`config.mk`:
```
export PLATFORM = sky130hd
export DESIGN_NAME = sliding_window_arq_sender
export DESIGN_NICKNAME = d
export VERILOG_FILES = /design/src/swarq_pkg.sv /design/src/swarq_ctrl.sv /design/src/swarq_dp.sv /design/src/sliding_window_arq_sender.sv
export SDC_FILE = /design/constraint.sdc
export NUM_CORES = 1
export LEC_CHECK = 0
export BUFFER_PORTS_ARGS = -buffer_cell sky130_fd_sc_hd__buf_2
export CORE_ASPECT_RATIO = 0.9
export CORE_MARGIN = 2
export CORE_UTILIZATION = 30
export CTS_CLUSTER_DIAMETER = 120
export DETAILED_ROUTE_END_ITERATION = 6
export PLACE_DENSITY_LB_ADDON = 0.25
export SYNTH_ARGS = -nofsm -noshare
export SYNTH_HDL_FRONTEND = slang
export SYNTH_HIERARCHICAL = 1
export SYNTH_SLANG_ARGS = --single-unit
```
`constraint.sdc`:
```
create_clock -name clk -period 5.2 [get_ports clk]
set_input_delay 1.56 -clock clk [delete_from_list [all_inputs] [get_ports clk]]
set_output_delay 1.56 -clock clk [all_outputs]
set_load 0.005 [all_outputs]
```
`src/swarq_pkg.sv`:
```
// ----------------------------------------------------------------------------
// swarq_pkg
// Shared types and constants of the sliding-window ARQ sender.
// ----------------------------------------------------------------------------
package swarq_pkg;

	localparam int MAX_PACKETS_DEF = 4096;
	localparam int WINDOW_MAX_DEF  = 64;

	localparam int IDX_W  = 12;   // packet index field
	localparam int CNT_W  = 13;   // state counters, hold up to packet count plus one
	localparam int WIN_W  = 7;    // window length register
	localparam int ACKI_W = 13;   // signed ack/nack index
	localparam int ADDR_W = 3;

	// Register map, word index taken from paddr[2]
	localparam logic REG_NUM_PACKETS = 1'b0;
	localparam logic REG_WIN_LEN     = 1'b1;

	typedef enum logic [1:0] {
		ACT_START   = 2'd0,
		ACT_TIMEOUT = 2'd1,
		ACT_ACK     = 2'd2,
		ACT_NACK    = 2'd3
	} action_t;

	typedef enum logic [1:0] {
		ST_IDLE  = 2'b01,
		ST_BURST = 2'b10
	} state_t;

	// Controller to datapath
	typedef struct packed {
		logic emit;    // load a result and update the state
		logic burst;   // produce the next packet of a start burst
	} dp_cmd_t;

	// Datapath to controller
	typedef struct packed {
		logic out_free;   // result register empty or being taken
		logic res_last;   // result under evaluation closes its event
	} dp_status_t;

endpackage

```
`src/swarq_ctrl.sv`:
```
// ----------------------------------------------------------------------------
// swarq_ctrl
// Sequencer: takes one event at a time and steps a start burst.
// ----------------------------------------------------------------------------
module swarq_ctrl (
	input  logic                  clk,
	input  logic                  arst_n,
	input  logic                  s_tvalid,
	output logic                  s_tready,
	output swarq_pkg::dp_cmd_t    cmd,
	input  swarq_pkg::dp_status_t status
);
	import swarq_pkg::*;

	state_t state_q;
	state_t state_d;

	always_comb begin
		state_d   = state_q;
		s_tready  = 1'b0;
		cmd.emit  = 1'b0;
		cmd.burst = 1'b0;
		unique case (state_q)
			ST_IDLE: begin
				s_tready = status.out_free;
				if (s_tvalid && status.out_free) begin
					cmd.emit = 1'b1;
					if (!status.res_last)
						state_d = ST_BURST;
				end
			end
			ST_BURST: begin
				cmd.burst = 1'b1;
				if (status.out_free) begin
					cmd.emit = 1'b1;
					if (status.res_last)
						state_d = ST_IDLE;
				end
			end
			default: state_d = ST_IDLE;
		endcase
	end

	always_ff @(posedge clk or negedge arst_n) begin
		if (!arst_n)
			state_q <= ST_IDLE;
		else
			state_q <= state_d;
	end

	// no new event while a burst is in flight
	a_no_accept_in_burst: assert property (@(posedge clk) disable iff (!arst_n)
		(state_q == ST_BURST) |-> !s_tready)
		else $error("event accepted during a start burst");

endmodule

```
`src/swarq_dp.sv`:
```
// ----------------------------------------------------------------------------
// swarq_dp
// Window state, event evaluation and the result register.
// ----------------------------------------------------------------------------
module swarq_dp #(
	parameter int MAX_PACKETS = swarq_pkg::MAX_PACKETS_DEF,
	parameter int WINDOW_MAX  = swarq_pkg::WINDOW_MAX_DEF
) (
	input  logic                          clk,
	input  logic                          arst_n,
	input  logic [swarq_pkg::IDX_W-1:0]   num_packets,
	input  logic [swarq_pkg::WIN_W-1:0]   win_len,
	input  logic [1:0]                    action,
	input  logic [swarq_pkg::ACKI_W-1:0]  ack_index,
	input  swarq_pkg::dp_cmd_t            cmd,
	output swarq_pkg::dp_status_t         status,
	output logic                          m_tvalid,
	input  logic                          m_tready,
	output logic [15:0]                   m_tdata,
	output logic                          m_tuser,
	output logic                          m_tlast
);
	import swarq_pkg::*;

	localparam int CapInt = (MAX_PACKETS - 1 > 4095) ? 4095 : MAX_PACKETS - 1;
	localparam logic [IDX_W-1:0] N_CAP = IDX_W'(CapInt);
	localparam logic [WIN_W-1:0] W_CAP = WIN_W'(WINDOW_MAX);

	logic [CNT_W-1:0] nts_q, oua_q, nts_d, oua_d;
	logic [IDX_W-1:0] n;
	logic [CNT_W-1:0] n13, np1, idx13, nv;
	logic [WIN_W-1:0] w;
	logic             fin_now, res_valid, res_last, res_fin;
	logic [IDX_W-1:0] res_idx;
	action_t          act;
	logic [IDX_W-1:0] idx_q;
	logic             valid_q, fin_q, last_q, out_q;

	always_comb begin
		n = (num_packets > N_CAP) ? N_CAP : num_packets;
		w = (win_len > W_CAP) ? W_CAP : win_len;
		if ({{(IDX_W-WIN_W){1'b0}}, w} > n)
			w = n[WIN_W-1:0];
	end

	assign n13     = {1'b0, n};
	assign np1     = n13 + CNT_W'(1);
	assign idx13   = {1'b0, ack_index[IDX_W-1:0]};
	assign nv      = (idx13 + CNT_W'(1) > np1) ? np1 : idx13 + CNT_W'(1);
	assign fin_now = oua_q > n13;
	assign act     = cmd.burst ? ACT_START : action_t'(action);

	always_comb begin
		res_valid = 1'b0;
		res_idx   = '0;
		res_last  = 1'b1;
		nts_d     = nts_q;
		oua_d     = oua_q;
		if (!fin_now) begin
			case (act)
				ACT_START: begin
					if (nts_q <= {{(CNT_W-WIN_W){1'b0}}, w}) begin
						res_valid = 1'b1;
						res_idx   = nts_q[IDX_W-1:0];
						nts_d     = nts_q + CNT_W'(1);
						res_last  = (nts_q == {{(CNT_W-WIN_W){1'b0}}, w});
					end
				end
				ACT_TIMEOUT: begin
					res_valid = 1'b1;
					res_idx   = oua_q[IDX_W-1:0];
				end
				ACT_ACK: begin
					if (!ack_index[ACKI_W-1] && idx13 >= oua_q)
						oua_d = nv;
					if (nts_q <= n13) begin
						res_valid = 1'b1;
						res_idx   = nts_q[IDX_W-1:0];
						nts_d     = nts_q + CNT_W'(1);
					end
				end
				ACT_NACK: begin
					if (!ack_index[ACKI_W-1] && idx13 <= n13) begin
						res_valid = 1'b1;
						res_idx   = ack_index[IDX_W-1:0];
					end
				end
				default: ;
			endcase
		end
		res_fin = oua_d > n13;
	end

	assign status.out_free = !out_q || m_tready;
	assign status.res_last = res_last;

	always_ff @(posedge clk or negedge arst_n) begin
		if (!arst_n) begin
			nts_q <= CNT_W'(1);
			oua_q <= '0;
			out_q <= 1'b0;
		end else begin
			if (cmd.emit) begin
				nts_q <= nts_d;
				oua_q <= oua_d;
				out_q <= 1'b1;
			end else if (m_tready) begin
				out_q <= 1'b0;
			end
		end
	end

	always_ff @(posedge clk) begin
		if (cmd.emit) begin
			idx_q   <= res_idx;
			valid_q <= res_valid;
			fin_q   <= res_fin;
			last_q  <= res_last;
		end
	end

	assign m_tvalid = out_q;
	assign m_tdata  = {3'b000, fin_q, idx_q};
	assign m_tuser  = valid_q;
	assign m_tlast  = last_q;

	a_oldest_monotonic: assert property (@(posedge clk) disable iff (!arst_n)
		oua_q >= $past(oua_q))
		else $error("oldest unacknowledged index moved backwards");

	a_next_nonzero: assert property (@(posedge clk) disable iff (!arst_n)
		nts_q != '0)
		else $error("next packet index wrapped to zero");

	a_burst_sends: assert property (@(posedge clk) disable iff (!arst_n)
		(cmd.emit && cmd.burst) |=> (m_tvalid && m_tuser))
		else $error("burst step produced no transmission");

endmodule

```
`src/sliding_window_arq_sender.sv`:
```
// ----------------------------------------------------------------------------
// sliding_window_arq_sender
// Sender side of a sliding-window ARQ scheme with ACK and NACK.
// ----------------------------------------------------------------------------
// Each request on the slave stream is one link event (start, timeout, ack,
// nack); the master stream returns the packet transmissions it orders, one
// result per transmission, with tlast on the final one of the event. An event
// that orders nothing still yields one result with tuser low, so the finished
// flag in tdata[12] is always seen. Timeout, ack and nack give a single result;
// a start gives a burst of up to the window length in results, one per cycle
// while the output is not stalled, from the burst sequencer. A new event is
// taken only once the last result of the previous one is loaded into the
// output register. The user must write num_packets and the window length
// through the APB port only while no event is in flight; the block does not
// enforce this. The window is clamped to WINDOW_MAX and to the packet count.
module sliding_window_arq_sender #(
	parameter int MAX_PACKETS = swarq_pkg::MAX_PACKETS_DEF,
	parameter int WINDOW_MAX  = swarq_pkg::WINDOW_MAX_DEF
) (
	input  logic                          clk,
	input  logic                          arst_n,
	// event stream
	input  logic                          s_tvalid,
	output logic                          s_tready,
	input  logic [15:0]                   s_tdata,   // [12:0] ack_index (signed)
	input  logic [1:0]                    s_tuser,   // [1:0] action
	// transmission stream
	output logic                          m_tvalid,
	input  logic                          m_tready,
	output logic [15:0]                   m_tdata,   // [11:0] send_index, [12] finished
	output logic                          m_tuser,   // [0] send_valid
	output logic                          m_tlast,   // last result of the event
	// configuration
	input  logic                          psel,
	input  logic                          penable,
	input  logic                          pwrite,
	input  logic [swarq_pkg::ADDR_W-1:0]  paddr,
	input  logic [31:0]                   pwdata,
	output logic [31:0]                   prdata,
	output logic                          pready
);
	import swarq_pkg::*;

	logic [IDX_W-1:0] num_packets_q;
	logic [WIN_W-1:0] win_len_q;
	dp_cmd_t          cmd;
	dp_status_t       status;
	logic             wr_en;

	assign pready = 1'b1;
	assign wr_en  = psel && penable && pwrite && pready;

	// register file: word index from paddr[2], low bits ignored
	always_ff @(posedge clk or negedge arst_n) begin
		if (!arst_n) begin
			num_packets_q <= IDX_W'(1);
			win_len_q     <= WIN_W'(1);
		end else if (wr_en) begin
			unique case (paddr[2])
				REG_NUM_PACKETS: num_packets_q <= pwdata[IDX_W-1:0];
				REG_WIN_LEN:     win_len_q     <= pwdata[WIN_W-1:0];
				default: ;
			endcase
		end
	end

	always_comb begin
		unique case (paddr[2])
			REG_NUM_PACKETS: prdata = {{(32-IDX_W){1'b0}}, num_packets_q};
			REG_WIN_LEN:     prdata = {{(32-WIN_W){1'b0}}, win_len_q};
			default:         prdata = '0;
		endcase
	end

	// sequencer: hold off new events during a burst
	swarq_ctrl u_ctrl (
		.clk      (clk),
		.arst_n   (arst_n),
		.s_tvalid (s_tvalid),
		.s_tready (s_tready),
		.cmd      (cmd),
		.status   (status)
	);

	// window state and result register
	swarq_dp #(
		.MAX_PACKETS (MAX_PACKETS),
		.WINDOW_MAX  (WINDOW_MAX)
	) u_dp (
		.clk         (clk),
		.arst_n      (arst_n),
		.num_packets (num_packets_q),
		.win_len     (win_len_q),
		.action      (s_tuser),
		.ack_index   (s_tdata[ACKI_W-1:0]),
		.cmd         (cmd),
		.status      (status),
		.m_tvalid    (m_tvalid),
		.m_tready    (m_tready),
		.m_tdata     (m_tdata),
		.m_tuser     (m_tuser),
		.m_tlast     (m_tlast)
	);

endmodule
```
==> results of run 1 <==
-- worst register-to-register path, stage by stage, from the launching register on --
cell and delay [ps]:
dfrtp_1 420, inv_1 110, nor3_1 230, and2_1 250, nand2_1 90, xnor2_1 400, ha_4 280, a21o_1 170
a21o_1 180, a211o_1 300, a21oi_2 140, nor2_2 70, mux2_4 310, mux2_4 270, ha_4 220, nor2b_1 130
o21a_1 160, o21ai_1 110, nand2b_1 90, a21oi_2 130, o211ai_1 100, a21oi_1 180, nand2_1 120
-- cell type report --
type,instances,area share
Clock buffer,10,0.03265
Sequential cell,63,0.2162
Multi-Input combinational cell,494,0.5613
Clock inverter,6,0.009633
Tap cell,255,0.04163
Timing Repair Buffer,129,0.1117
Inverter,55,0.02694
-- kinds of logic after synthesis --
family          count (synthesis)  share of synthesized area
simple gates                  182                     0.1654
buf+inv                        91                    0.07736
compound gates                 94                     0.1106
other cells                     3                   0.001847
fa+ha+maj                      93                     0.1908
flops                          63                     0.2717
xor+xnor                       31                    0.04453
mux                            70                     0.1377
-- routing by layer --
layer  track usage  vias up  routed length [um]
met1        0.2452     2304                8780
met3       0.02741       16                 755
met4       0.04337        0                 248
li1              -     2451                   -
met2        0.2570       98                7804
met5             0        -                   0
-- registers in the layout, summed over array words and instances (netlist names) --
register        count
u_dp/oua_q         13
u_dp/idx_q         12
win_len_q           7
u_dp/m_tuser        1
u_dp/nts_q         13
u_ctrl/state_q      2
u_dp/m_tvalid       1
num_packets_q      12
u_dp/fin_q          1
u_dp/m_tlast        1
-- through the flow --
stage	area, sq um	worst slack [ps]
after global routing	7664	-208.8
after detailed placement	7030	-638.5
after CTS	7472	-60.79
after global placement	7030	-645.7
final	7664	-44.21
after floorplan	6185	0.4765
-- layout by cell type (no fill, tap or decap), types with 3 or more instances in the layout --
cell type	instances
nor4_1	4
dfrtp_1	44
mux2_4	22
xnor2_1	21
a21oi_1	24
nand2_1	49
nand3_1	15
nor3_1	6
nor2_4	3
buf_6	6
a21o_1	10
nand2b_1	9
nor2_1	18
edfxtp_1	15
buf_4	63
buf_2	59
mux2_2	29
xor2_2	4
xor2_1	3
and4_1	3
a21oi_2	3
o21a_1	7
conb_1	24
a211o_1	4
a22oi_1	11
and3_1	8
clkinv_4	3
and3_4	4
o21ai_0	12
clkbuf_16	10
ha_1	88
nand4_1	16
mux2i_1	18
and2_1	3
ha_4	5
nor2b_1	20
dfstp_2	4
inv_1	53
-- where the power goes --
group	switching, mW	internal, mW	total [mW]
combinational	0.883	0.833	1.72
sequential	0.168	0.677	0.845
clock	0.257	0.406	0.664
total	1.31	1.92	3.23
-- path summary, 6_finish.rpt --
kind                            slack (ps)                             to  depth (start not counted)                     startpoint
min in group asynchronous             1200      u_dp/nts_q[9]$_DFFE_PN0P_                          1                         arst_n
worst max register to register         440           u_dp/fin_q$_DFFE_PP_                         22   num_packets_q[4]$_DFFE_PN0P_
worst min register to register         520  u_ctrl/state_q[0]$_DFFE_PN1P_                          2  u_ctrl/state_q[0]$_DFFE_PN1P_
max in group asynchronous             3160  u_ctrl/state_q[0]$_DFFE_PN1P_                          2                         arst_n
worst max-delay path                   -40           u_dp/fin_q$_DFFE_PP_                         24                     s_tdata[4]
worst min-delay path                   520  u_ctrl/state_q[0]$_DFFE_PN1P_                          2  u_ctrl/state_q[0]$_DFFE_PN1P_
-- timing repair --
item	CTS	global route
setup endpoints to repair	1	2
buffers inserted	2	3
pin swaps	15	17
resized for setup	19	32
==> results by group, run 1 <==
Run status
  • Status: finished, violations left
  • Failing checks: negative setup slack

Logic synthesis
  • Area contributors post-synth: ha_1 19%, dfrtp_1 18%, edfxtp_1 7.4%, mux2_2 5.7%, mux2_4 4.9%
  • Yosys reg bits: 63
  • Seq/Total Area, Yosys: 0.2717
  • Leading area contributor after synthesis: ha_1
  • Synth Flop Type: dfrtp_1
  • Post-synth ARST share: 0.7619
  • Number of flops mapped to enable cells by yosys: 15
  • Yosys warns: 6
  • Most numerous cell in the Yosys netlist: ha_1
  • Post-synth top area share: 0.1908
  • Cell area after synthesis: 0.006097 sq mm
  • Most frequent cells after synthesis: 93 x ha_1, 55 x inv_1, 51 x nand2_1, 44 x dfrtp_1, 31 x mux2_2
  • Cells after synthesis: 627
  • Library cells used by synthesis: 64
  • Syn_area_per_cell: around 9.7 sq um

Worst setup path
  • Biggest cell delay along the critical path: 330 ps
  • Most used cell, CP: a21oi_2
  • Setup Crit Path Kind: input pin to flop
  • CP required: 5280 ps
  • Cell family with most CP delay: simple AND/OR/NAND/NOR gates
  • CP cell instances: buf_4, and3_4, buf_4, and3_4, xnor2_4, inv_2, ha_4, and4_4, nand3_4, a21oi_2, a211o_1, a21oi_2, nor2_2, mux2_4, mux2_4, ha_4, nor2b_1, o21a_1, o21ai_1, nand2b_1, a21oi_2, o211ai_1, a21oi_1, nand2_1
  • Slowest CP cell: mux2_4
  • Buf+Inv Stages, Crit Path: 3
  • Startpoint Class: input pin
  • Arrival time of the worst setup path: 5320 ps
  • Crit end category: flop
  • CP Max Fanout: 3

Final layout
  • Non-Filler Instances: 1,012
  • Fill count: 2,033
  • Area growth from synthesis to final layout: 25.69%
  • Storage element area: 0.001657 sq mm
  • # diodes: 0
  • Finished Core Util: 0.3834
  • Multi-input logic area: between 0.004 and 0.005 sq mm
  • Ratio of cells with drive above 1 in the final layout: 0.3342
  • Final nets: between 900 and 1,000

Place
  • # port buffers: 63
  • DP HPWL: 13,900 um
  • DP Cell Count: 991
  • RD Place Congestion: 0.8514

Clock tree
  • CTS buffer count: 9
  • Clock Latency Late Sink: 350 ps
  • Hold-fix buffers, CTS: 0
  • CTS sink cnt: 63
  • CTS tree: yes
  • Deepest clock path buffer count: 2
  • # H-tree levels: 3
  • Root Driver: clkbuf_16
  • Clk slew on worst S/H paths: 60 ps

Drt
  • Drt wl/cell: 17.38 um
  • Starting DRT DRC Count: 223
  • Antenna Nets Post-Route: 0
  • DR vias: 4,869
  • DRC viols: 0
  • Routed wire length: 17,590 um
  • DR pass1 iterations: 4
  • Vias per std cell: 4.811

STA
  • RSZ-0062 raised after global routing: true
  • Tmin final: 5244 ps
  • Sum of negative setup slack: -44.21 ps
  • F_max: 190.7 MHz
  • Max-slew headroom: 0.5181
  • Setup ws final: -44.21 ps
  • Worst hold slack: just over 500 ps
  • Worst Skew: 11.06 ps
  • Final Hold Viols: 0
  • Final Setup Violations: 1
  • Max-slew violation count: 0
  • Period utilization: 1.009
  • Worst Tran Pin Value: 722.8 ps

Die
  • I/O pins: 113
  • Initial Util: 0.3051
  • # rows: 49
  • Die Y-Extent: 139.2 um
  • Core Area: approximately 0.020 sq mm
  • Die Wd: 154.3 um
  • Die ar.: 0.02148 sq mm

Power
  • VDD IR-drop max: around 210 uV
  • Pwr Density: 420.9 mW/mm^2
  • Pleak: 3.701 nW
  • Pwr Total: around 3.2 mW

Global route
  • Initial antenna violation count: 0
  • GR Overflow Total: 0
  • Vias in the first global route: 4,779
  • Total GRT Usage: 0.1677
  • Global-route wire length before repair: around 28,000 um
  • Largest net degree at the start of global routing: 29

Worst hold path
  • HP Class: flop to flop

Job
  • Max-cap viol count: 0
Power figures use the tool's default switching activity.
==> run 2: changes to the inputs <==
SYNTH_HIERARCHICAL = not set   (was 1)
==> results by group, run 2 <==
Run status
  • Status: finished, violations left
  • Failing checks: negative setup slack

Power
  • Net Sw Frac: 0.4276 (+0.02170)
  • Pleak: 3.540 nW (-4.4%)
  • Combinational power share: 0.541 (+0.009)
  • VDD IR-drop max: 203.4 uV (-4.7%)
  • Sw Pwr: 1.380 mW (+5.4%)
  • Int Power: 1.847 mW (-3.6%)
  • Flop pwr share: 0.278 (+0.016)
  • Clock power frac: 0.181 (-0.025)
  • Pwr Density: 439.0 mW/mm^2 (+4.3%)
  • Pwr Total: 3.227 mW (about the same)

Logic synthesis
  • Cell area after synthesis: 0.005899 sq mm (-3.2%)
  • Yosys warns: 0 (-6)
  • Most frequent cells after synthesis: 93 x ha_1, 44 x dfrtp_1, 44 x mux2_2, 43 x nor2_1, 42 x inv_1
  • Synth Flop Type: dfrtp_1
  • Number of flops mapped to enable cells by yosys: 15 (unchanged)
  • Yosys reg bits: 63 (unchanged)
  • Leading area contributor after synthesis: ha_1
  • Most numerous cell in the Yosys netlist: ha_1
  • Library cells used by synthesis: 52 (-19%)
  • Post-synth top area share: 0.1972 (+0.006395)
  • Area contributors post-synth: ha_1 20%, dfrtp_1 19%, mux2_2 8.4%, edfxtp_1 7.6%, buf_4 3.2%
  • Seq/Total Area, Yosys: 0.2808 (+0.009105)
  • Syn_area_per_cell: 9.276 sq um (-4.6%)
  • Post-synth ARST share: 0.7619 (unchanged)
  • Cells after synthesis: 636 (+1.4%)

Global route
  • Initial antenna violation count: 0 (unchanged)
  • Largest net degree at the start of global routing: 49 (+69%)
  • GR Overflow Total: 0 (unchanged)
  • Global-route wire length before repair: 27,790 um (+0.27%)
  • Vias in the first global route: 4,726 (-1.1%)
  • Total GRT Usage: 0.1742 (+0.006460)

Final layout
  • Multi-input logic area: 0.004100 sq mm (-4.7%)
  • Final nets: 905 (unchanged)
  • Fill count: 1,974 (-2.9%)
  • Ratio of cells with drive above 1 in the final layout: 0.2946 (-0.03963)
  • Area growth from synthesis to final layout: 24.60%
  • Final Cell Area: 0.007351 sq mm (-4.1%)
  • # diodes: 0 (unchanged)
  • Most common cell after layout, fill and taps aside: ha_1
  • Most frequent cells in the layout: 88 x ha_1, 61 x buf_4, 59 x buf_2
  • Largest regs: u_dp.nts_q (13), u_dp.oua_q (13)
  • Storage element area: 0.001657 sq mm (unchanged)

Clock tree
  • Root Driver: clkbuf_16
  • Deepest clock path buffer count: 2 (unchanged)
  • CTS sink cnt: 63 (unchanged)
  • Clock Latency Late Sink: 350 ps (about the same)
  • # H-tree levels: 3 (unchanged)
  • Clk slew on worst S/H paths: 60 ps (about the same)
  • CTS buffer count: 9 (unchanged)
  • CTS tree: yes

Worst setup path
  • CP Max Fanout: 4 (+1)
  • Setup Crit Path Kind: input pin to flop
  • CP required: 5290 ps (about the same)
  • Startpoint Class: input pin
  • Crit end category: flop
  • Arrival time of the worst setup path: 5490 ps (+170 ps)

Job
  • Max-cap viol count: 0 (unchanged)

STA
  • Final Setup Violations: 1 (unchanged)
  • Worst hold slack: 517.6 ps (-1.542 ps)
  • Sum of negative setup slack: -204.4 ps (-160.2 ps)
  • Final Hold Viols: 0 (unchanged)
  • RSZ-0062 raised after global routing: true
  • Tmin final: 5404 ps (+160.2 ps)
  • Worst Skew: 7.518 ps (-3.547 ps)
  • Period utilization: 1.039 (+0.03080)
  • Worst Tran Pin Value: 918.7 ps (+195.9 ps)
  • F_max: 185.0 MHz (-3.0%)
  • Setup ws final: -204.4 ps (-160.2 ps)
  • Max-slew headroom: 0.3853 (-0.1328)
  • Max-slew violation count: 0 (unchanged)

Drt
  • DR vias: 5,154 (+5.9%)
  • Drt wl/cell: 17.64 um (+1.5%)
  • Starting DRT DRC Count: 321 (+44%)
  • DRC viols: 0 (unchanged)
  • Routed wire length: 17,760 um (+1.0%)
  • DR pass1 iterations: 5 (+1)
  • Antenna Nets Post-Route: 0 (unchanged)
  • Vias per std cell: 5.118 (+6.4%)

Die
  • # rows: 48 (-2.0%)
  • I/O pins: 113 (unchanged)
  • Core Area: 0.01922 sq mm (-3.8%)
  • Die Y-Extent: 137.0 um (-1.6%)
  • Initial Util: 0.3070 (+0.001908)
  • Die Wd: 151.8 um (-1.6%)
  • Die ar.: 0.02080 sq mm (-3.2%)

Place
  • Pre-CTS setup slack: -618.9 ps (+19.61 ps)
  • Cell Area, Placed: 0.006925 sq mm (-1.5%)
  • DP HPWL: 14,090 um (+1.4%)
  • # port buffers: 63 (unchanged)
  • RD Place Congestion: 0.9014 (+5.9%)

Worst hold path
  • HP Class: flop to flop
[run 2: cell count changes in the layout (fill, tap and decap cells not counted), moves of 11 or more]
cell      change
inv_1        -11
nand2_1      -21
mux2_2       +12
a222oi_1     +12
a31oi_1      +13
mux2_4       -19
a22oi_1      -11
nor2_1       +25
[run 2: path summary, 6_finish.rpt]
check	from	to	slack, ps	cells after the start
worst max register to register	num_packets_q[0]$_DFFE_PN1P_	u_dp.fin_q$_DFFE_PP_	240	21
worst max-delay path	s_tdata[3]	u_dp.fin_q$_DFFE_PP_	-200	21
max in group asynchronous	arst_n	u_dp.oua_q[3]$_DFFE_PN0P_	3380	2
worst min register to register	u_dp.nts_q[12]$_DFFE_PN0P_	u_dp.nts_q[12]$_DFFE_PN0P_	520	1
min in group asynchronous	arst_n	u_dp.nts_q[7]$_DFFE_PN0P_	1340	2
worst min-delay path	u_dp.nts_q[12]$_DFFE_PN0P_	u_dp.nts_q[12]$_DFFE_PN0P_	520	1
[run 2: per-stage QoR]
| step | utilization | std cells |
|---|---|---|
| final | 0.3825 | 1007 |
| after global routing | 0.3825 | 1007 |
| after CTS | 0.3768 | 1005 |
| after detailed placement | 0.3604 | 987 |
| after global placement | 0.3604 | 987 |
| after floorplan | - | 658 |
[run 2: cell families after synthesis]
| family | Yosys count | share of synthesized area |
|---|---|---|
| other | 2 | 0.001273 |
| muxes | 53 | 0.09926 |
| DFF | 63 | 0.2808 |
| buffers and inverters | 86 | 0.07126 |
| adders and majority gates | 93 | 0.1972 |
| AOI/OAI and AO/OA | 121 | 0.1362 |
| and+or+nand+nor | 187 | 0.1680 |
| xor gates and xnor gates | 31 | 0.04602 |
[run 2: worst max-delay path, cell delays in order]
cell      delay, ps
buf_6           100
and3_4          170
and3_4          160
and3_4          180
xor2_2          150
ha_1            300
nand4_1         140
nor3_2          200
o21ai_1         100
o211ai_1        290
nand2_1         160
mux2_4          330
mux2_4          280
ha_4            240
nor2b_4         110
o211ai_1        160
a211o_1         180
a21oi_2          60
nor3_1          140
nor2_1          120
or3_1           360
[run 2: power by group through the flow]
| stage | clock, mW | combinational (mW) | sequential [mW] |
|---|---|---|---|
| floorplan | 0 | 1.15 | 0.827 |
| global placement | 0 | 1.67 | 0.904 |
| detailed placement | 0 | 1.68 | 0.907 |
| CTS | 0.598 | 1.70 | 0.899 |
| global route | 0.624 | 1.96 | 0.923 |
| finish | 0.585 | 1.75 | 0.897 |
[run 2: cell type report]
| type | instances | share of cell area |
|---|---|---|
| Sequential cell | 63 | 0.2254 |
| Clock inverter | 6 | 0.005957 |
| Clock buffer | 10 | 0.03251 |
| Multi-Input combinational cell | 509 | 0.5578 |
| Timing Repair Buffer | 127 | 0.1144 |
| Tap cell | 250 | 0.04255 |
| Inverter | 42 | 0.02145 |
[run 2: repair_timing]
item,4_1_cts,5_1_grt
endpoints found under the setup margin,1,1
hold buffers,0,0
pin swaps,3,16
cloned,1,0
buffers inserted,1,2
gates resized for setup,6,20
[run 2: routing by layer]
layer / track usage / vias up / share of wire
li1: - / 2545 / -
met1: 0.2589 / 2446 / 0.52
met2: 0.2550 / 146 / 0.41
met3: 0.02818 / 17 / 0.044
met4: 0.05815 / 0 / 0.019
met5: 0 / - / 0
==> run 3: changes to the inputs <==
clock period = 6.75 ns   (was 5.2 ns; I/O delays follow)
==> results by group, run 3 (synthesis results as in run 2) <==
Job
  • Max-cap viol count: 0 (unchanged)

STA
  • Sum of negative setup slack: 0 ps (+204.4 ps)
  • Final Hold Viols: 0 (unchanged)
  • Worst hold slack: 507.0 ps (-10.62 ps)
  • F_max: 160.1 MHz
  • Final Setup Violations: 0 (-1)
  • Setup ws final: 504.4 ps (+708.8 ps)
  • Max-slew violation count: 0 (unchanged)
  • Max-slew headroom: 0.3530 (-0.03225)
  • RSZ-0062 raised after global routing: false
  • Worst Skew: 8.418 ps (+0.8998 ps)
  • Period utilization: 0.9253
  • Tmin final: 6246 ps
  • Worst Tran Pin Value: 963.2 ps (+44.53 ps)

Clock tree
  • CTS sink cnt: 63 (unchanged)
  • CTS buffer count: 9 (unchanged)
  • Deepest clock path buffer count: 2 (unchanged)
  • CTS tree: yes
  • Hold-fix buffers, CTS: 0 (unchanged)
  • Clk slew on worst S/H paths: 60 ps (about the same)
  • # H-tree levels: 3 (unchanged)
  • Post-cts resize count: 0 (-6)
  • Root Driver: clkbuf_16
  • Clock Latency Late Sink: 340 ps (about the same)
  • Setup bufs post-CTS: 0 (-1)

Worst hold path
  • HP Class: flop to flop

Drt
  • Antenna Nets Post-Route: 0 (unchanged)
  • Starting DRT DRC Count: 330 (+2.8%)
  • Routed wire length: 17,240 um (-2.9%)
  • DR pass1 iterations: 7 (+2)
  • DR vias: 4,980 (-3.4%)
  • Vias per std cell: 5.188 (+1.4%)
  • DRC viols: 2 (+2)
  • Drt wl/cell: 17.96 um (+1.8%)

Worst setup path
  • Slowest CP cell: a2111oi_0
  • Buf+Inv Stages, Crit Path: 2 (+1)
  • CP required: 6830 ps (+1540 ps)
  • Startpoint Class: input pin
  • Cell family with most CP delay: compound AO/OA/AOI/OAI gates
  • Setup Crit Path Kind: input pin to flop
  • Arrival time of the worst setup path: 6330 ps (+840 ps)
  • Most used cell, CP: a21oi_1
  • Biggest cell delay along the critical path: 400 ps (+40 ps)
  • Crit end category: flop
  • CP cell instances: buf_2, and3_1, and3_1, nand3_1, xnor2_1, ha_1, a21o_1, a21o_1, a21oi_1, o211ai_1, buf_4, a21oi_1, a31oi_1, mux2_2, ha_1, a21oi_1, nor2_1, a2111oi_0, a21oi_1, nor3_1, nor2_1, or3_1
  • CP Max Fanout: 8 (+4)

Place
  • RD Place Congestion: 0.8486 (-5.9%)
  • # port buffers: 63 (unchanged)
  • DP HPWL: 13,800 um (-2.0%)
  • Pre-CTS setup slack: 198.9 ps (+817.8 ps)

Die
  • Die ar.: 0.02080 sq mm (unchanged)
  • Die Wd: 151.8 um (unchanged)
  • Die Y-Extent: 137.0 um (unchanged)
  • I/O pins: 113 (unchanged)
  • Core Area: 0.01922 sq mm (unchanged)
  • # rows: 48 (unchanged)
  • Initial Util: 0.3070 (unchanged)

Final layout
  • Area growth from synthesis to final layout: 15.33%
  • Ratio of cells with drive above 1 in the final layout: 0.2085 (-0.08613)
  • Most frequent cells in the layout: 93 x ha_1, 63 x buf_2, 44 x mux2_2, 44 x dfrtp_1, 43 x nor2_1
  • Most common cell after layout, fill and taps aside: ha_1
  • # diodes: 0 (unchanged)
  • Fill count: 1,992 (+0.91%)
  • Final nets: 858 (-5.2%)
  • Largest regs: u_dp.nts_q (13), u_dp.oua_q (13)

Global route
  • Global-route wire length before repair: 27,210 um (-2.1%)
  • Total GRT Usage: 0.1688 (-0.005376)
  • Vias in the first global route: 4,814 (+1.9%)
  • Largest net degree at the start of global routing: 49 (unchanged)
  • GR Overflow Total: 0 (unchanged)
  • Initial antenna violation count: 1 (+1)

Power
  • Flop pwr share: 0.289 (+0.011)
  • Pwr Density: 354.4 mW/mm^2 (-19%)
  • Int Power: 1.390 mW (-25%)
  • Sw Pwr: 1.021 mW (-26%)
  • Net Sw Frac: 0.4233 (-0.004272)
  • Pleak: 3.292 nW (-7.0%)
  • Combinational power share: 0.503 (-0.038)
  • Clock power frac: 0.209 (+0.028)
  • VDD IR-drop max: 130.9 uV (-36%)

Run status
  • Status: finished, violations left
  • Failing checks: design-rule violations
[run 3: per-layer routing]
layer	vias to the layer above	track usage	routed length [um]
li1	2454	-	-
met2	132	0.2650	7415
met4	0	0.03583	168
met3	13	0.03768	970
met1	2381	0.2384	8687
met5	-	0	0
[run 3: power by group through the flow]
stage	combinational, mW	sequential (mW)	clock (mW)
after floorplan	0.857	0.637	0
after global placement	1.19	0.703	0
after global routing	1.37	0.718	0.529
after CTS	1.21	0.698	0.512
after detailed placement	1.20	0.704	0
final	1.21	0.696	0.503
[run 3: final cells by class]
type | instances | area (sq um) | area share
multi-input cells | 509 | 3920 | 0.5761
well taps | 250 | 312.8 | 0.04597
flip-flops and latches | 63 | 1657 | 0.2435
clock inverters | 6 | 85.08 | 0.01250
inverters | 42 | 157.7 | 0.02317
repair buffers | 80 | 442.9 | 0.06510
clock buffers | 10 | 229.0 | 0.03365
[run 3: path summary, 6_finish.rpt]
path	startpoint	slack (ps)	cells after the start	endpoint
max	s_tdata[3]	500	22	u_dp.fin_q$_DFFE_PP_
min	u_dp.nts_q[12]$_DFFE_PN0P_	510	1	u_dp.nts_q[12]$_DFFE_PN0P_
max reg2reg	num_packets_q[0]$_DFFE_PN1P_	1430	22	u_dp.fin_q$_DFFE_PP_
min reg2reg	u_dp.nts_q[12]$_DFFE_PN0P_	510	1	u_dp.nts_q[12]$_DFFE_PN0P_
max in group asynchronous	arst_n	4480	2	u_dp.m_tvalid$_DFFE_PN0P_
min in group asynchronous	arst_n	1790	2	win_len_q[5]$_DFFE_PN0P_
[run 3: metrics by stage]
stage          power (mW)  cell area (sq um)  instances    util
3_5_place_dp        1.908               6490        944  0.3377
4_1_cts             2.419               6804        960  0.3540
5_1_grt             2.621               6804        960  0.3540
6_report            2.411               6804        960  0.3540
3_3_place_gp        1.892               6490        944  0.3377
2_1_floorplan       1.494               5982        658       -
